File: src/sm4_block_cipher_top_assert.svh
// Assertion macros for the SM4 block cipher RTL, used by the controller.
`ifndef SM4_BLOCK_CIPHER_TOP_ASSERT_SVH
`define SM4_BLOCK_CIPHER_TOP_ASSERT_SVH

// Same-cycle implication, disabled during reset.
`define SM4_ASSERT_IMP(label, clk, rst, ante, cons) \
   label: assert property (@(posedge clk) disable iff (rst) (ante) |-> (cons)) \
      else $error("sm4: same-cycle check failed");

// Next-cycle implication, disabled during reset.
`define SM4_ASSERT_NXT(label, clk, rst, ante, cons) \
   label: assert property (@(posedge clk) disable iff (rst) (ante) |=> (cons)) \
      else $error("sm4: next-cycle check failed");

`endif

File: src/sm4_pkg.sv
// Package: SM4 constants, S-box table, round functions and control types.
`default_nettype none
package sm4_pkg;

   localparam int ROUND_COUNT_DEF = 32;
   localparam int HALF_W          = 64;
   localparam int WORD_W          = 32;
   localparam int CSR_INDEX_W     = 2;
   localparam int CSR_DATA_W      = 64;

   localparam logic [CSR_INDEX_W-1:0] CSR_KEY_HIGH = 2'd0;
   localparam logic [CSR_INDEX_W-1:0] CSR_KEY_LOW  = 2'd1;

   localparam logic [WORD_W-1:0] FK0 = 32'ha3b1bac6;
   localparam logic [WORD_W-1:0] FK1 = 32'h56aa3350;
   localparam logic [WORD_W-1:0] FK2 = 32'h677d9197;
   localparam logic [WORD_W-1:0] FK3 = 32'hb27022dc;

   localparam logic [7:0] SBOX [256] = '{
      8'hD6, 8'h90, 8'hE9, 8'hFE, 8'hCC, 8'hE1, 8'h3D, 8'hB7,
      8'h16, 8'hB6, 8'h14, 8'hC2, 8'h28, 8'hFB, 8'h2C, 8'h05,
      8'h2B, 8'h67, 8'h9A, 8'h76, 8'h2A, 8'hBE, 8'h04, 8'hC3,
      8'hAA, 8'h44, 8'h13, 8'h26, 8'h49, 8'h86, 8'h06, 8'h99,
      8'h9C, 8'h42, 8'h50, 8'hF4, 8'h91, 8'hEF, 8'h98, 8'h7A,
      8'h33, 8'h54, 8'h0B, 8'h43, 8'hED, 8'hCF, 8'hAC, 8'h62,
      8'hE4, 8'hB3, 8'h1C, 8'hA9, 8'hC9, 8'h08, 8'hE8, 8'h95,
      8'h80, 8'hDF, 8'h94, 8'hFA, 8'h75, 8'h8F, 8'h3F, 8'hA6,
      8'h47, 8'h07, 8'hA7, 8'hFC, 8'hF3, 8'h73, 8'h17, 8'hBA,
      8'h83, 8'h59, 8'h3C, 8'h19, 8'hE6, 8'h85, 8'h4F, 8'hA8,
      8'h68, 8'h6B, 8'h81, 8'hB2, 8'h71, 8'h64, 8'hDA, 8'h8B,
      8'hF8, 8'hEB, 8'h0F, 8'h4B, 8'h70, 8'h56, 8'h9D, 8'h35,
      8'h1E, 8'h24, 8'h0E, 8'h5E, 8'h63, 8'h58, 8'hD1, 8'hA2,
      8'h25, 8'h22, 8'h7C, 8'h3B, 8'h01, 8'h21, 8'h78, 8'h87,
      8'hD4, 8'h00, 8'h46, 8'h57, 8'h9F, 8'hD3, 8'h27, 8'h52,
      8'h4C, 8'h36, 8'h02, 8'hE7, 8'hA0, 8'hC4, 8'hC8, 8'h9E,
      8'hEA, 8'hBF, 8'h8A, 8'hD2, 8'h40, 8'hC7, 8'h38, 8'hB5,
      8'hA3, 8'hF7, 8'hF2, 8'hCE, 8'hF9, 8'h61, 8'h15, 8'hA1,
      8'hE0, 8'hAE, 8'h5D, 8'hA4, 8'h9B, 8'h34, 8'h1A, 8'h55,
      8'hAD, 8'h93, 8'h32, 8'h30, 8'hF5, 8'h8C, 8'hB1, 8'hE3,
      8'h1D, 8'hF6, 8'hE2, 8'h2E, 8'h82, 8'h66, 8'hCA, 8'h60,
      8'hC0, 8'h29, 8'h23, 8'hAB, 8'h0D, 8'h53, 8'h4E, 8'h6F,
      8'hD5, 8'hDB, 8'h37, 8'h45, 8'hDE, 8'hFD, 8'h8E, 8'h2F,
      8'h03, 8'hFF, 8'h6A, 8'h72, 8'h6D, 8'h6C, 8'h5B, 8'h51,
      8'h8D, 8'h1B, 8'hAF, 8'h92, 8'hBB, 8'hDD, 8'hBC, 8'h7F,
      8'h11, 8'hD9, 8'h5C, 8'h41, 8'h1F, 8'h10, 8'h5A, 8'hD8,
      8'h0A, 8'hC1, 8'h31, 8'h88, 8'hA5, 8'hCD, 8'h7B, 8'hBD,
      8'h2D, 8'h74, 8'hD0, 8'h12, 8'hB8, 8'hE5, 8'hB4, 8'hB0,
      8'h89, 8'h69, 8'h97, 8'h4A, 8'h0C, 8'h96, 8'h77, 8'h7E,
      8'h65, 8'hB9, 8'hF1, 8'h09, 8'hC5, 8'h6E, 8'hC6, 8'h84,
      8'h18, 8'hF0, 8'h7D, 8'hEC, 8'h3A, 8'hDC, 8'h4D, 8'h20,
      8'h79, 8'hEE, 8'h5F, 8'h3E, 8'hD7, 8'hCB, 8'h39, 8'h48
   };

   typedef struct packed {
      logic key_start;
      logic blk_start;
      logic kexp_step;
      logic round_step;
      logic out_load;
      logic key_done;
   } sm4_cmd_type;

   typedef struct packed {
      logic keys_ready;
      logic out_busy;
      logic csr_write;
   } sm4_status_type;

   function automatic logic [WORD_W-1:0] rotl(input logic [WORD_W-1:0] v,
                                              input int unsigned n);
      return (v << n) | (v >> (WORD_W - n));
   endfunction

   function automatic logic [WORD_W-1:0] sbox_word(input logic [WORD_W-1:0] v);
      return {SBOX[v[31:24]], SBOX[v[23:16]], SBOX[v[15:8]], SBOX[v[7:0]]};
   endfunction

   // Linear layer of the data rounds.
   function automatic logic [WORD_W-1:0] lin_data(input logic [WORD_W-1:0] t);
      return t ^ rotl(t, 2) ^ rotl(t, 10) ^ rotl(t, 18) ^ rotl(t, 24);
   endfunction

   // Linear layer of the key schedule.
   function automatic logic [WORD_W-1:0] lin_key(input logic [WORD_W-1:0] t);
      return t ^ rotl(t, 13) ^ rotl(t, 23);
   endfunction

   // CK word i: byte j is (4i + j) * 7 mod 256, byte 0 most significant.
   function automatic logic [WORD_W-1:0] ck_word(input logic [7:0] i);
      logic [WORD_W-1:0] w;
      logic [7:0]        b;
      w = '0;
      for (int j = 0; j < 4; j++) begin
         b = (i * 8'd4 + 8'(j)) * 8'd7;
         w = {w[WORD_W-9:0], b};
      end
      return w;
   endfunction

endpackage
`default_nettype wire

File: src/sm4_req_if.sv
// Interface: input block channel (cmd and 128-bit block).
`default_nettype none
interface sm4_req_if import sm4_pkg::*; ();
   logic              valid;
   logic              ready;
   logic              cmd;
   logic [HALF_W-1:0] block_high;
   logic [HALF_W-1:0] block_low;

   modport source (output valid, output cmd, output block_high, output block_low,
                   input ready);
   modport sink (input valid, input cmd, input block_high, input block_low,
                 output ready);
endinterface
`default_nettype wire

File: src/sm4_rsp_if.sv
// Interface: result block channel (128-bit block).
`default_nettype none
interface sm4_rsp_if import sm4_pkg::*; ();
   logic              valid;
   logic              ready;
   logic [HALF_W-1:0] result_high;
   logic [HALF_W-1:0] result_low;

   modport source (output valid, output result_high, output result_low, input ready);
   modport sink (input valid, input result_high, input result_low, output ready);
endinterface
`default_nettype wire

File: src/sm4_block_cipher_top.sv
// Top level: SM4 128-bit block cipher, one block per item, encrypt or decrypt.
// A new item is accepted only after the previous result is loaded into the result register;
// the single shared round unit does one round per cycle, for one item at a time.
// After a key write the next item waits for round key expansion to finish.
// Reset: synchronous, active high; clears keys, ready flag, controller and output valid.
`default_nettype none
module sm4_block_cipher_top import sm4_pkg::*; #(
   parameter int ROUND_COUNT = ROUND_COUNT_DEF
) (
   input  logic                   clock,
   input  logic                   reset,
   sm4_req_if.sink                req_chan,
   sm4_rsp_if.source              rsp_chan,
   input  logic                   csr_we,
   input  logic [CSR_INDEX_W-1:0] csr_index,
   input  logic [CSR_DATA_W-1:0]  csr_wdata
);

   sm4_cmd_type                    ctl_cmd;
   sm4_status_type                 status;
   logic [$clog2(ROUND_COUNT)-1:0] round;
   logic                           req_ready;
   logic                           rsp_valid;
   logic [HALF_W-1:0]              rsp_result_high, rsp_result_low;

   sm4_ctrl #(.ROUND_COUNT(ROUND_COUNT)) u_ctrl (
      .clock     (clock),
      .reset     (reset),
      .req_valid (req_chan.valid),
      .req_ready (req_ready),
      .status    (status),
      .ctl_cmd   (ctl_cmd),
      .round     (round)
   );

   sm4_datapath #(.ROUND_COUNT(ROUND_COUNT)) u_datapath (
      .clock           (clock),
      .reset           (reset),
      .ctl_cmd         (ctl_cmd),
      .round           (round),
      .status          (status),
      .csr_we          (csr_we),
      .csr_index       (csr_index),
      .csr_wdata       (csr_wdata),
      .req_cmd         (req_chan.cmd),
      .req_block_high  (req_chan.block_high),
      .req_block_low   (req_chan.block_low),
      .rsp_valid       (rsp_valid),
      .rsp_ready       (rsp_chan.ready),
      .rsp_result_high (rsp_result_high),
      .rsp_result_low  (rsp_result_low)
   );

   assign req_chan.ready       = req_ready;
   assign rsp_chan.valid       = rsp_valid;
   assign rsp_chan.result_high = rsp_result_high;
   assign rsp_chan.result_low  = rsp_result_low;

endmodule
`default_nettype wire

File: src/sm4_ctrl.sv
// Controller: sequences key expansion, the 32 rounds and the result load.
`default_nettype none
`include "sm4_block_cipher_top_assert.svh"
module sm4_ctrl import sm4_pkg::*; #(
   parameter int ROUND_COUNT = ROUND_COUNT_DEF
) (
   input  logic                           clock,
   input  logic                           reset,
   input  logic                           req_valid,
   output logic                           req_ready,
   input  sm4_status_type                 status,
   output sm4_cmd_type                    ctl_cmd,
   output logic [$clog2(ROUND_COUNT)-1:0] round
);

   localparam int IDX_W = $clog2(ROUND_COUNT);
   localparam logic [IDX_W-1:0] LAST = IDX_W'(ROUND_COUNT - 1);

   localparam logic [1:0] S_IDLE = 2'd0;
   localparam logic [1:0] S_KEXP = 2'd1;
   localparam logic [1:0] S_RUN  = 2'd2;
   localparam logic [1:0] S_FIN  = 2'd3;

   logic [1:0]       state_ff, state_in;
   logic [IDX_W-1:0] round_ff, round_in;
   logic [2:0]       starts;

   always_comb begin
      state_in  = state_ff;
      round_in  = round_ff;
      ctl_cmd   = '0;
      req_ready = 1'b0;
      unique case (state_ff)
         S_IDLE: begin
            req_ready = status.keys_ready;
            round_in  = '0;
            if (req_valid && status.keys_ready) begin
               ctl_cmd.blk_start = 1'b1;
               state_in          = S_RUN;
            end else if (req_valid && !status.csr_write) begin
               ctl_cmd.key_start = 1'b1;
               state_in          = S_KEXP;
            end
         end
         S_KEXP: begin
            ctl_cmd.kexp_step = 1'b1;
            round_in          = round_ff + IDX_W'(1);
            if (status.csr_write) begin
               state_in = S_IDLE;
            end else if (round_ff == LAST) begin
               ctl_cmd.key_done = 1'b1;
               state_in         = S_IDLE;
            end
         end
         S_RUN: begin
            ctl_cmd.round_step = 1'b1;
            round_in           = round_ff + IDX_W'(1);
            if (round_ff == LAST) begin
               state_in = S_FIN;
            end
         end
         S_FIN: begin
            if (!status.out_busy) begin
               ctl_cmd.out_load = 1'b1;
               state_in         = S_IDLE;
            end
         end
         default: begin
            state_in = S_IDLE;
         end
      endcase
   end

   always_ff @(posedge clock) begin
      if (reset) begin
         state_ff <= S_IDLE;
         round_ff <= '0;
      end else begin
         state_ff <= state_in;
         round_ff <= round_in;
      end
   end

   assign round  = round_ff;
   assign starts = {ctl_cmd.key_start, ctl_cmd.blk_start, ctl_cmd.out_load};

   `SM4_ASSERT_IMP(a_ready_needs_keys, clock, reset, req_ready, status.keys_ready)
   `SM4_ASSERT_IMP(a_single_start, clock, reset, 1'b1, $onehot0(starts))
   `SM4_ASSERT_NXT(a_last_round, clock, reset, state_ff == S_RUN && round_ff == LAST, state_ff == S_FIN)
   `SM4_ASSERT_IMP(a_load_when_free, clock, reset, ctl_cmd.out_load, !status.out_busy)

endmodule
`default_nettype wire

File: src/sm4_datapath.sv
// Datapath: key registers, round key store, shared round unit, result register.
`default_nettype none
module sm4_datapath import sm4_pkg::*; #(
   parameter int ROUND_COUNT = ROUND_COUNT_DEF
) (
   input  logic                           clock,
   input  logic                           reset,
   input  sm4_cmd_type                    ctl_cmd,
   input  logic [$clog2(ROUND_COUNT)-1:0] round,
   output sm4_status_type                 status,
   input  logic                           csr_we,
   input  logic [CSR_INDEX_W-1:0]         csr_index,
   input  logic [CSR_DATA_W-1:0]          csr_wdata,
   input  logic                           req_cmd,
   input  logic [HALF_W-1:0]              req_block_high,
   input  logic [HALF_W-1:0]              req_block_low,
   output logic                           rsp_valid,
   input  logic                           rsp_ready,
   output logic [HALF_W-1:0]              rsp_result_high,
   output logic [HALF_W-1:0]              rsp_result_low
);

   localparam int IDX_W = $clog2(ROUND_COUNT);
   localparam logic [IDX_W-1:0] LAST = IDX_W'(ROUND_COUNT - 1);

   logic [HALF_W-1:0] key_high_ff, key_low_ff;
   logic              keys_ready_ff, keys_ready_in;
   logic              csr_hit;
   logic              dec_ff;
   logic [WORD_W-1:0] x_ff [4];
   logic [WORD_W-1:0] rk_mem [ROUND_COUNT];
   logic [WORD_W-1:0] rk_ff;
   logic              out_valid_ff, out_valid_in;
   logic [HALF_W-1:0] out_high_ff, out_low_ff;

   logic              dec;
   logic [IDX_W-1:0]  rd_idx, rd_addr;
   logic [WORD_W-1:0] mix, sub, new_word;

   // key registers
   always_comb begin
      csr_hit = 1'b0;
      unique case (csr_index)
         CSR_KEY_HIGH: csr_hit = csr_we;
         CSR_KEY_LOW:  csr_hit = csr_we;
         default:      csr_hit = 1'b0;
      endcase
   end

   always_ff @(posedge clock) begin
      if (reset) begin
         key_high_ff <= '0;
         key_low_ff  <= '0;
      end else if (csr_we) begin
         if (csr_index == CSR_KEY_HIGH) begin
            key_high_ff <= csr_wdata;
         end
         if (csr_index == CSR_KEY_LOW) begin
            key_low_ff <= csr_wdata;
         end
      end
   end

   assign keys_ready_in = csr_hit ? 1'b0 : (ctl_cmd.key_done ? 1'b1 : keys_ready_ff);

   // shared round unit
   assign mix      = x_ff[1] ^ x_ff[2] ^ x_ff[3] ^
                     (ctl_cmd.kexp_step ? ck_word(8'(round)) : rk_ff);
   assign sub      = sbox_word(mix);
   assign new_word = x_ff[0] ^ (ctl_cmd.kexp_step ? lin_key(sub) : lin_data(sub));

   always_ff @(posedge clock) begin
      if (ctl_cmd.key_start) begin
         x_ff[0] <= key_high_ff[63:32] ^ FK0;
         x_ff[1] <= key_high_ff[31:0]  ^ FK1;
         x_ff[2] <= key_low_ff[63:32]  ^ FK2;
         x_ff[3] <= key_low_ff[31:0]   ^ FK3;
      end else if (ctl_cmd.blk_start) begin
         x_ff[0] <= req_block_high[63:32];
         x_ff[1] <= req_block_high[31:0];
         x_ff[2] <= req_block_low[63:32];
         x_ff[3] <= req_block_low[31:0];
      end else if (ctl_cmd.kexp_step || ctl_cmd.round_step) begin
         x_ff[0] <= x_ff[1];
         x_ff[1] <= x_ff[2];
         x_ff[2] <= x_ff[3];
         x_ff[3] <= new_word;
      end
      if (ctl_cmd.blk_start) begin
         dec_ff <= req_cmd;
      end
   end

   // round key store, read one round ahead
   assign dec     = ctl_cmd.blk_start ? req_cmd : dec_ff;
   assign rd_idx  = ctl_cmd.blk_start ? '0 : round + IDX_W'(1);
   assign rd_addr = dec ? LAST - rd_idx : rd_idx;

   always_ff @(posedge clock) begin
      if (ctl_cmd.kexp_step) begin
         rk_mem[round] <= new_word;
      end
      rk_ff <= rk_mem[rd_addr];
   end

   // result register
   assign out_valid_in = ctl_cmd.out_load ? 1'b1 : (rsp_ready ? 1'b0 : out_valid_ff);

   always_ff @(posedge clock) begin
      if (ctl_cmd.out_load) begin
         out_high_ff <= {x_ff[3], x_ff[2]};
         out_low_ff  <= {x_ff[1], x_ff[0]};
      end
   end

   always_ff @(posedge clock) begin
      if (reset) begin
         keys_ready_ff <= 1'b0;
         out_valid_ff  <= 1'b0;
      end else begin
         keys_ready_ff <= keys_ready_in;
         out_valid_ff  <= out_valid_in;
      end
   end

   assign status.keys_ready = keys_ready_ff;
   assign status.out_busy   = out_valid_ff && !rsp_ready;
   assign status.csr_write  = csr_hit;

   assign rsp_valid       = out_valid_ff;
   assign rsp_result_high = out_high_ff;
   assign rsp_result_low  = out_low_ff;

endmodule
`default_nettype wire

File: src/flat_wrapper.sv
// flat-port wrapper written by rule: the top's interface ports become plain ports
module sm4_block_cipher_top_flat import sm4_pkg::*;
#(
   parameter int ROUND_COUNT = ROUND_COUNT_DEF
)
  (clock, reset, csr_we, csr_index, csr_wdata, req_chan_valid, req_chan_cmd, req_chan_block_high, req_chan_block_low, req_chan_ready, rsp_chan_valid, rsp_chan_result_high, rsp_chan_result_low, rsp_chan_ready);
  sm4_req_if req_chan_i ();
  sm4_rsp_if rsp_chan_i ();
  input  logic clock;
  input  logic reset;
  input  logic csr_we;
  input  logic [CSR_INDEX_W-1:0] csr_index;
  input  logic [CSR_DATA_W-1:0] csr_wdata;
  input wire logic [$bits(req_chan_i.valid)-1:0] req_chan_valid;
  input wire logic [$bits(req_chan_i.cmd)-1:0] req_chan_cmd;
  input wire logic [$bits(req_chan_i.block_high)-1:0] req_chan_block_high;
  input wire logic [$bits(req_chan_i.block_low)-1:0] req_chan_block_low;
  output wire logic [$bits(req_chan_i.ready)-1:0] req_chan_ready;
  output wire logic [$bits(rsp_chan_i.valid)-1:0] rsp_chan_valid;
  output wire logic [$bits(rsp_chan_i.result_high)-1:0] rsp_chan_result_high;
  output wire logic [$bits(rsp_chan_i.result_low)-1:0] rsp_chan_result_low;
  input wire logic [$bits(rsp_chan_i.ready)-1:0] rsp_chan_ready;
  assign req_chan_i.valid = req_chan_valid;
  assign req_chan_i.cmd = req_chan_cmd;
  assign req_chan_i.block_high = req_chan_block_high;
  assign req_chan_i.block_low = req_chan_block_low;
  assign req_chan_ready = req_chan_i.ready;
  assign rsp_chan_valid = rsp_chan_i.valid;
  assign rsp_chan_result_high = rsp_chan_i.result_high;
  assign rsp_chan_result_low = rsp_chan_i.result_low;
  assign rsp_chan_i.ready = rsp_chan_ready;
  sm4_block_cipher_top #(.ROUND_COUNT(ROUND_COUNT)) u_core (.clock(clock), .reset(reset), .req_chan(req_chan_i), .rsp_chan(rsp_chan_i), .csr_we(csr_we), .csr_index(csr_index), .csr_wdata(csr_wdata));
endmodule
File: config.mk
export PLATFORM = sky130hd
export DESIGN_NAME = sm4_block_cipher_top_flat
export DESIGN_NICKNAME = d
export VERILOG_FILES = /design/src/sm4_pkg.sv /design/src/sm4_req_if.sv /design/src/sm4_rsp_if.sv /design/src/sm4_block_cipher_top.sv /design/src/sm4_ctrl.sv /design/src/sm4_datapath.sv /design/src/flat_wrapper.sv
export VERILOG_INCLUDE_DIRS = /design/src /design/src/src
export SDC_FILE = /design/constraint.sdc
export NUM_CORES = 2
export LEC_CHECK = 0
export BUFFER_PORTS_ARGS = -buffer_cell sky130_fd_sc_hd__buf_2
export CORE_MARGIN = 10
export CORE_UTILIZATION = 55
export DETAILED_ROUTE_END_ITERATION = 12
export GPL_TIMING_DRIVEN = 1
export PLACE_DENSITY = 0.79
export SLEW_MARGIN = 40
export SYNTH_ARGS = -nofsm -noshare
export SYNTH_HDL_FRONTEND = slang
export SYNTH_SLANG_ARGS = --single-unit
File: constraint.sdc
create_clock -name clock -period 8.6 [get_ports clock]
set_input_delay 0.86 -clock clock [delete_from_list [all_inputs] [get_ports clock]]
set_output_delay 0.86 -clock clock [all_outputs]
set_load 0.02 [all_outputs]
; Yosys cells after proc, flatten, opt, wreduce, memory -nomap -nowiden
; Memories as Yosys holds them, arrays and structs flattened. A register that Yosys moved wholly into a read port is not among the register bits.
; Index checks and enable logic that the tools add are counted.
[op_classes]
n_addsub = 5
n_mul = 4
magnitude_cmp = 4
eq_ne = 9
n_mux = 55
n_bitwise = 32
n_reduce_logical = 16
[ops]
columns = operator, count
row1 = two-way mux 32 bit, 10
row2 = XOR 32 bit, 10
row3 = two-way mux 8 bit, 8
row4 = "greater-or-equal comparator 9 bit, second input constant", 4
row5 = inverter 8 -> 9 bit, 4
row6 = bitwise OR 32 x 10 -> 32 bit, 1
row7 = bitwise OR 32 x 13 -> 32 bit, 1
row8 = bitwise OR 32 x 18 -> 32 bit, 1
row9 = bitwise OR 32 x 2 -> 32 bit, 1
row10 = bitwise OR 32 x 23 -> 32 bit, 1
row11 = bitwise OR 32 x 24 -> 32 bit, 1
row12 = inverter 14 bit, 2
row13 = two-way mux 1 bit, 26
row14 = "multiplier 8 x 3 -> 8 bit, second input constant", 3
row15 = inverter 19 bit, 1
row16 = inverter 17 bit, 1
row17 = "adder 7 x 2 -> 8 bit, second input constant", 2
row18 = two-way mux 2 bit, 7
row19 = two-way mux 5 bit, 2
row20 = case mux 5 bit (2 select lines), 1
row21 = "adder 7 x 1 -> 8 bit, second input constant", 1
row22 = bitwise OR 1 bit, 8
row23 = case mux 2 bit (4 select lines), 1
row24 = "multiplier 5 x 3 -> 6 bit, second input constant", 1
row25 = other kinds (15), 27
[totals]
reg_bits = 266
ramBits = 1152
rom_bits = 8192
inputBits = 200
out_inout_bits = 130
word_cells = 140
mem_count = 6
[memory_table]
columns = memory, depth, width, rd, rd_clocked_by_memory_dff, wr, line_no
row1 = (no name shown), 256, 8, 1, 0, 0, sm4_pkg.sv:75  ; return {SBOX[v[31:24]], SBOX[v[23:16]], SBOX[v[15:8]], SBOX[v[7:0]]};
row2 = (no name shown), 256, 8, 1, 0, 0, sm4_pkg.sv:75
row3 = (no name shown), 256, 8, 1, 0, 0, sm4_pkg.sv:75
row4 = (no name shown), 256, 8, 1, 0, 0, sm4_pkg.sv:75
row5 = u_core.u_datapath.rk_mem, 32, 32, 1, 1, 1, sm4_datapath.sv:31  ; logic [WORD_W-1:0] rk_mem [ROUND_COUNT];
row6 = u_core.u_datapath.x_ff, 4, 32, 4, 0, 4, sm4_datapath.sv:30  ; logic [WORD_W-1:0] x_ff [4];

; Longest topological paths before layout
[depth]
word_depth = 16
mapped_depth = 23
depth_no_buf = 18

; Hierarchy
; A second synthesis with hierarchy kept.
[hier_totals]
hier_cells = 5817
area_unflattened_um2 = 72966.2
[modules_own_cells]
columns = module, n_inst, cells_per_inst, area_per_inst_um2, seq_area_each_um2
row1 = sm4_datapath, 1, 5758, 72484.5, 41700.0
row2 = sm4_ctrl, 1, 59, 481.7, 140.1

; Least setup slack after synthesis
; No wires, ideal clock.
[synth_timing]
path_kind = input port to flip-flop
start = input rsp_chan_ready
end = register u_core.u_datapath.out_high_ff[0], in the netlist u_core.u_datapath.rsp_result_high[0] (read register of u_core.u_datapath.x_ff) (enable)
setup_ns = 0.632
arrival_time_ns = 6.586
required_time_ns = 7.968
setup_slack_ns = 1.382
path_stages = 2
n_path_buf = 0
path_cell_list = nor2b_1 -> nor2b_1
[synth_rtl]
columns = item, line_no
row1 = start: declaration, flat_wrapper.sv:22  ; input wire logic [$bits(rsp_chan_i.ready)-1:0] rsp_chan_ready;
row2 = end: declaration, sm4_datapath.sv:34  ; logic [HALF_W-1:0] out_high_ff, out_low_ff;

; Final worst setup path
[layout_timing]
start = register u_core.u_ctrl.round_ff[0], in the netlist u_core.u_ctrl.round[0]
end = memory u_core.u_datapath.rk_mem[19][26] (data pin)
[layout_between]
elab_chain_len = 14
[layout_lines]
columns = item, line_no
row1 = start: declaration, sm4_ctrl.sv:25  ; logic [IDX_W-1:0] round_ff, round_in;
row2 = start signal: assignment, sm4_ctrl.sv:80  ; round_ff <= round_in;
row3 = adder 7 x 1 -> 8 bit / multiplier 5 x 3 -> 6 bit (equally long branches), sm4_pkg.sv:94  ; b = (i * 8'd4 + 8'(j)) * 8'd7;
row4 = multiplier 8 x 3 -> 8 bit / two-way mux 32 bit (equally long branches), "sm4_pkg.sv:94, sm4_datapath.sv:68"
row5 = two-way mux 32 bit (*), sm4_datapath.sv:68  ; (ctl_cmd.kexp_step ? ck_word(8'(round)) : rk_ff);
row6 = XOR 32 bit (*), sm4_datapath.sv:67  ; assign mix = x_ff[1] ^ x_ff[2] ^ x_ff[3] ^
row7 = inverter 8 -> 9 bit (implied by the code) / memory read (256 x 8 bit) (equally long branches), --
row8 = memory read (256 x 8 bit) / two-way mux 8 bit (equally long branches), --
row9 = two-way mux 8 bit (implied by the code), sm4_pkg.sv:75
row10 = two-way mux 8 bit (implied by the code) / bitwise OR 32 x 2 -> 32 bit (equally long branches), "sm4_pkg.sv:75, sm4_pkg.sv:71"
row11 = bitwise OR 32 x 10 -> 32 bit / XOR 32 bit (equally long branches), "sm4_pkg.sv:71, sm4_pkg.sv:80"
row12 = XOR 32 bit (3 in a row), sm4_pkg.sv:80  ; return t ^ rotl(t, 2) ^ rotl(t, 10) ^ rotl(t, 18) ^ rotl(t, 24);
row13 = two-way mux 32 bit (*), sm4_datapath.sv:70  ; assign new_word = x_ff[0] ^ (ctl_cmd.kexp_step ? lin_key(sub) : lin_data(sub));
row14 = XOR 32 bit (*), sm4_datapath.sv:70
row15 = net u_core.u_datapath.new_word[26], sm4_datapath.sv:38  ; logic [WORD_W-1:0] mix, sub, new_word;
row16 = end: declaration, sm4_datapath.sv:31
; Mark *: on every way through the listed nets, which the timed path passes. The rest lies on a longest branch. The select of a mux whose other input is x is not followed.

==> results.md <==
### Floorplanning
* floorplan die area: 148000 um^2
* starting density of the core: 55.5%
* Vert. Die Dim: 385 um
* Std-Cell Core Area: 132000 um^2
* horizontal die dimension: 385 um
* Core Rows: 133
* number of placed I/O pins: 330

### Hold path
* endpoint of the worst hold-timing path: u_core.u_datapath.key_low_ff[35]
* depth of the worst hold-timing path: 3
* startpoint of the most critical hold path: csr_wdata[35]
* class of the tightest hold or removal check: in2reg

### Critical path
* length in cells of the worst reg-to-reg path: 17
* r2r setup slk: 1480 ps
* cells along the critical path: fa_1, and2_1, fa_1, mux2i_1, xor2_2, buf_12, o311ai_0, o211ai_1, a221oi_1, a31oi_1, o22ai_2, xor2_1, xnor2_1, mux2i_1, o21ai_0, nand2_1, buf_4
* start-to-end type of the worst setup path: reg2reg
* worst endpoint data arrival time: 7710 ps
* element type at the critical path end: flip-flop
* element type at the critical path start: flip-flop
* largest stage delay on the critical path: 810 ps
* worst-path fanout max: 38
* data required time at the worst endpoint: 9190 ps
* Reg2Reg Launch Point: u_core.u_ctrl.round[0]
* slowest CP cell: dfxtp_1
* destination of the worst register-to-register timing path: u_core.u_datapath.rk_mem[19][26]

### Drt
* DRC violations left: 0
* Total Routed Length: 290000 um
* number of optimization iterations in the first detailed-route pass: 7
* total vias in the final route: 58581
* post-detailed-route wirelength per cell: 35.7 um
* ANT nets after route: 0
* average vias per placed instance: 7.21
* DRT iter0 DRCs: 9928

### Clocking
* Hold Buf Count CTS: 0
* TritonCTS clock tree: yes
* later-pin clock latency in the skew report: 820 ps
* buffer type at the clock tree root: clkbuf_16
* number of CTS-inserted buffers: 142
* H-tree lvl count: 4
* Resized cells post-CTS: 0
* Clk pin slew, worst setup/hold paths: 70 ps
* largest buffer count on any clock path: 3
* CTS sink count: 1450
* setup fix buffers added after clock tree synthesis: 0

### Synth
* most repeated cell in the gate-level netlist after synthesis: edfxtp_1
* leading cell types by count after synthesis: edfxtp_1, nand2_1, a21oi_1
* share of flip-flops with an asynchronous set or reset: 0%
* biggest area consumer among synthesized cells: edfxtp_1
* Yosys warnings: 0
* Seq cells post-synth: 1450
* area of the mapped netlist: 73200 um^2
* Post-synth EDFFs: 1280
* mean post-synth cell area: 12.1 um^2
* Synth area leaders: edfxtp_1, mux4_2, nand2_1, dfxtp_1, a21oi_1
* nets in the synthesized netlist: 6286
* Post-synth top flop: edfxtp_1
* Post-Synthesis Cells: 6025
* count of distinct cell types in the synthesized netlist: 118
* portion of the post-synthesis area used by sequential elements: 57.2%
* proportion of netlist area held by the largest area contributor: 52.5%

### GRT
* All-Layer GR Usage: 38.1%
* antenna violations before repair: 13
* largest net degree at the start of global routing: 129
* remaining global-route overflow: 0
* vias in the first global route: 56013
* first-pass GRT wire length: 411000 um

### Finish
* filler cell count: 9798
* layout overhead on the synthesized area: 12.9%
* ratio of cells with drive above 1 in the final layout: 20.0%
* number of nets in the finished design: 6501

### Timing
* max frequency: 0.141 GHz
* Sum Neg Setup Slack: 0 ps
* Setup Viol. Count Final: 0
* slew at the pin closest to its max-slew limit: 1010 ps
* Clock Skew: 54.6 ps
* share of the clock period used by the worst path: 82.8%
* worst max-slew margin expressed relative to the limit: 32.1%
* Tmin final: 7120 ps
* unrepaired setup endpoints after global routing: false
* Max Slew Vio Count: 0
* hold violation total from the final report: 0

### Placed design
* DPL Wire Length: 180000 um
* Port-buffer cells: 329
* routability-driven placement congestion ratio: 1.03

### Run
* number of max-cap violations: 0

### Run status
* status: finished, final reports clean

## kinds of logic after synthesis
family,synth area share (%)
simple gates,10.1
compound gates,14.1
flops,57.2
buf+inv,3.57
mux,9.97
xor+xnor,3.92
fa+ha+maj,1.12
## metrics by stage
stage	hold WS, ps	area (um^2)	std cells	utilization (%)	setup slack [ps]
2_1_floorplan	426	73200	6025	-	1380
3_3_place_gp	432	77500	7841	58.8	1650
3_5_place_dp	440	77700	7847	58.9	1640
4_1_cts	278	82400	8109	62.6	1620
5_1_grt	298	82600	8114	62.6	1240
6_report	313	82600	8120	62.7	1480
## cell usage in the layout, fill, tap and decap left out, drive strengths merged, types with 24 or more instances in the layout
cell	Yosys	routed
inv	73	77
a311oi	37	37
o22ai	48	48
xor2	61	61
o211ai	107	107
xnor2	128	128
and3	24	24
a21oi	444	444
mux2i	117	117
a221oi	45	45
nand3	147	147
clkinv	5	66
a211oi	96	96
mux4	265	265
xnor3	37	37
o311ai	41	41
o221ai	42	42
ha	55	55
a31oi	62	62
dfxtp	170	170
clkbuf	248	180
a2111oi	26	26
nand4	25	25
nand2	992	992
o21ai	351	351
edfxtp	1280	1280
buf	250	569
nor3	101	101
nor2	355	355
## sequential cells by signal, summed over array words and instances (netlist names)
register,flops
u_core.u_datapath.rsp_result_high,64
u_core.u_datapath.rk_ff,32
u_core.u_datapath.key_low_ff,64
u_core.u_ctrl.state_ff,2
u_core.u_datapath.rsp_result_low,64
u_core.u_datapath.keys_ready_ff,1
u_core.u_datapath.x_ff,128
u_core.u_datapath.rsp_valid,1
u_core.u_datapath.dec_ff,1
u_core.u_datapath.key_high_ff,64
u_core.u_ctrl.round,5
u_core.u_datapath.rk_mem,1024
## final cells by class
cell class / count / area (um^2) / share of cell area [%]
Sequential cell: 1450 / 41800 / 50.7
Multi-Input combinational cell: 3999 / 29700 / 36.0
Clock buffer: 180 / 3800 / 4.60
Timing Repair Buffer: 569 / 3720 / 4.51
Tap cell: 1755 / 2200 / 2.66
Clock inverter: 82 / 981 / 1.19
Inverter: 78 / 293 / 0.355
Antenna cell: 7 / 17.5 / 0.0212
## critical path: cells and delay by family, from the launching register on
family                     cells  cell delay [ps]
muxes                          2             1010
xor gates and xnor gates       3              800
buffers and inverters          2              620
adders and majority gates      2             1140
AOI/OAI and AO/OA              6             1910
DFF                            1              810
and+or+nand+nor                2              570
## metal layers
| metal | track usage, % | part of all wire [%] |
|---|---|---|
| met3 | 9.60 | 13 |
| met1 | 48.4 | 34 |
| met4 | 23.0 | 7.7 |
| met2 | 58.9 | 45 |
| met5 | 0 | 0.028 |
## worst max path at each step
stage | cells past startpoint | endpoint | start
global placement | 17 | u_core.u_datapath.rk_mem[31][4] | u_core.u_ctrl.round[2]
global route | 17 | u_core.u_datapath.rk_mem[10][26] | u_core.u_ctrl.round[0]
floorplan | 2 | u_core.u_datapath.rsp_result_high[0] | rsp_chan_ready
CTS | 17 | u_core.u_datapath.rk_mem[10][26] | u_core.u_ctrl.round[0]
finish | 17 | u_core.u_datapath.rk_mem[19][26] | u_core.u_ctrl.round[0]
detailed placement | 17 | u_core.u_datapath.rk_mem[30][26] | u_core.u_ctrl.round[0]
Power is left out: the tool's default activity adds up to more than one toggle a clock period on the data nets, which glitch-free logic cannot reach.
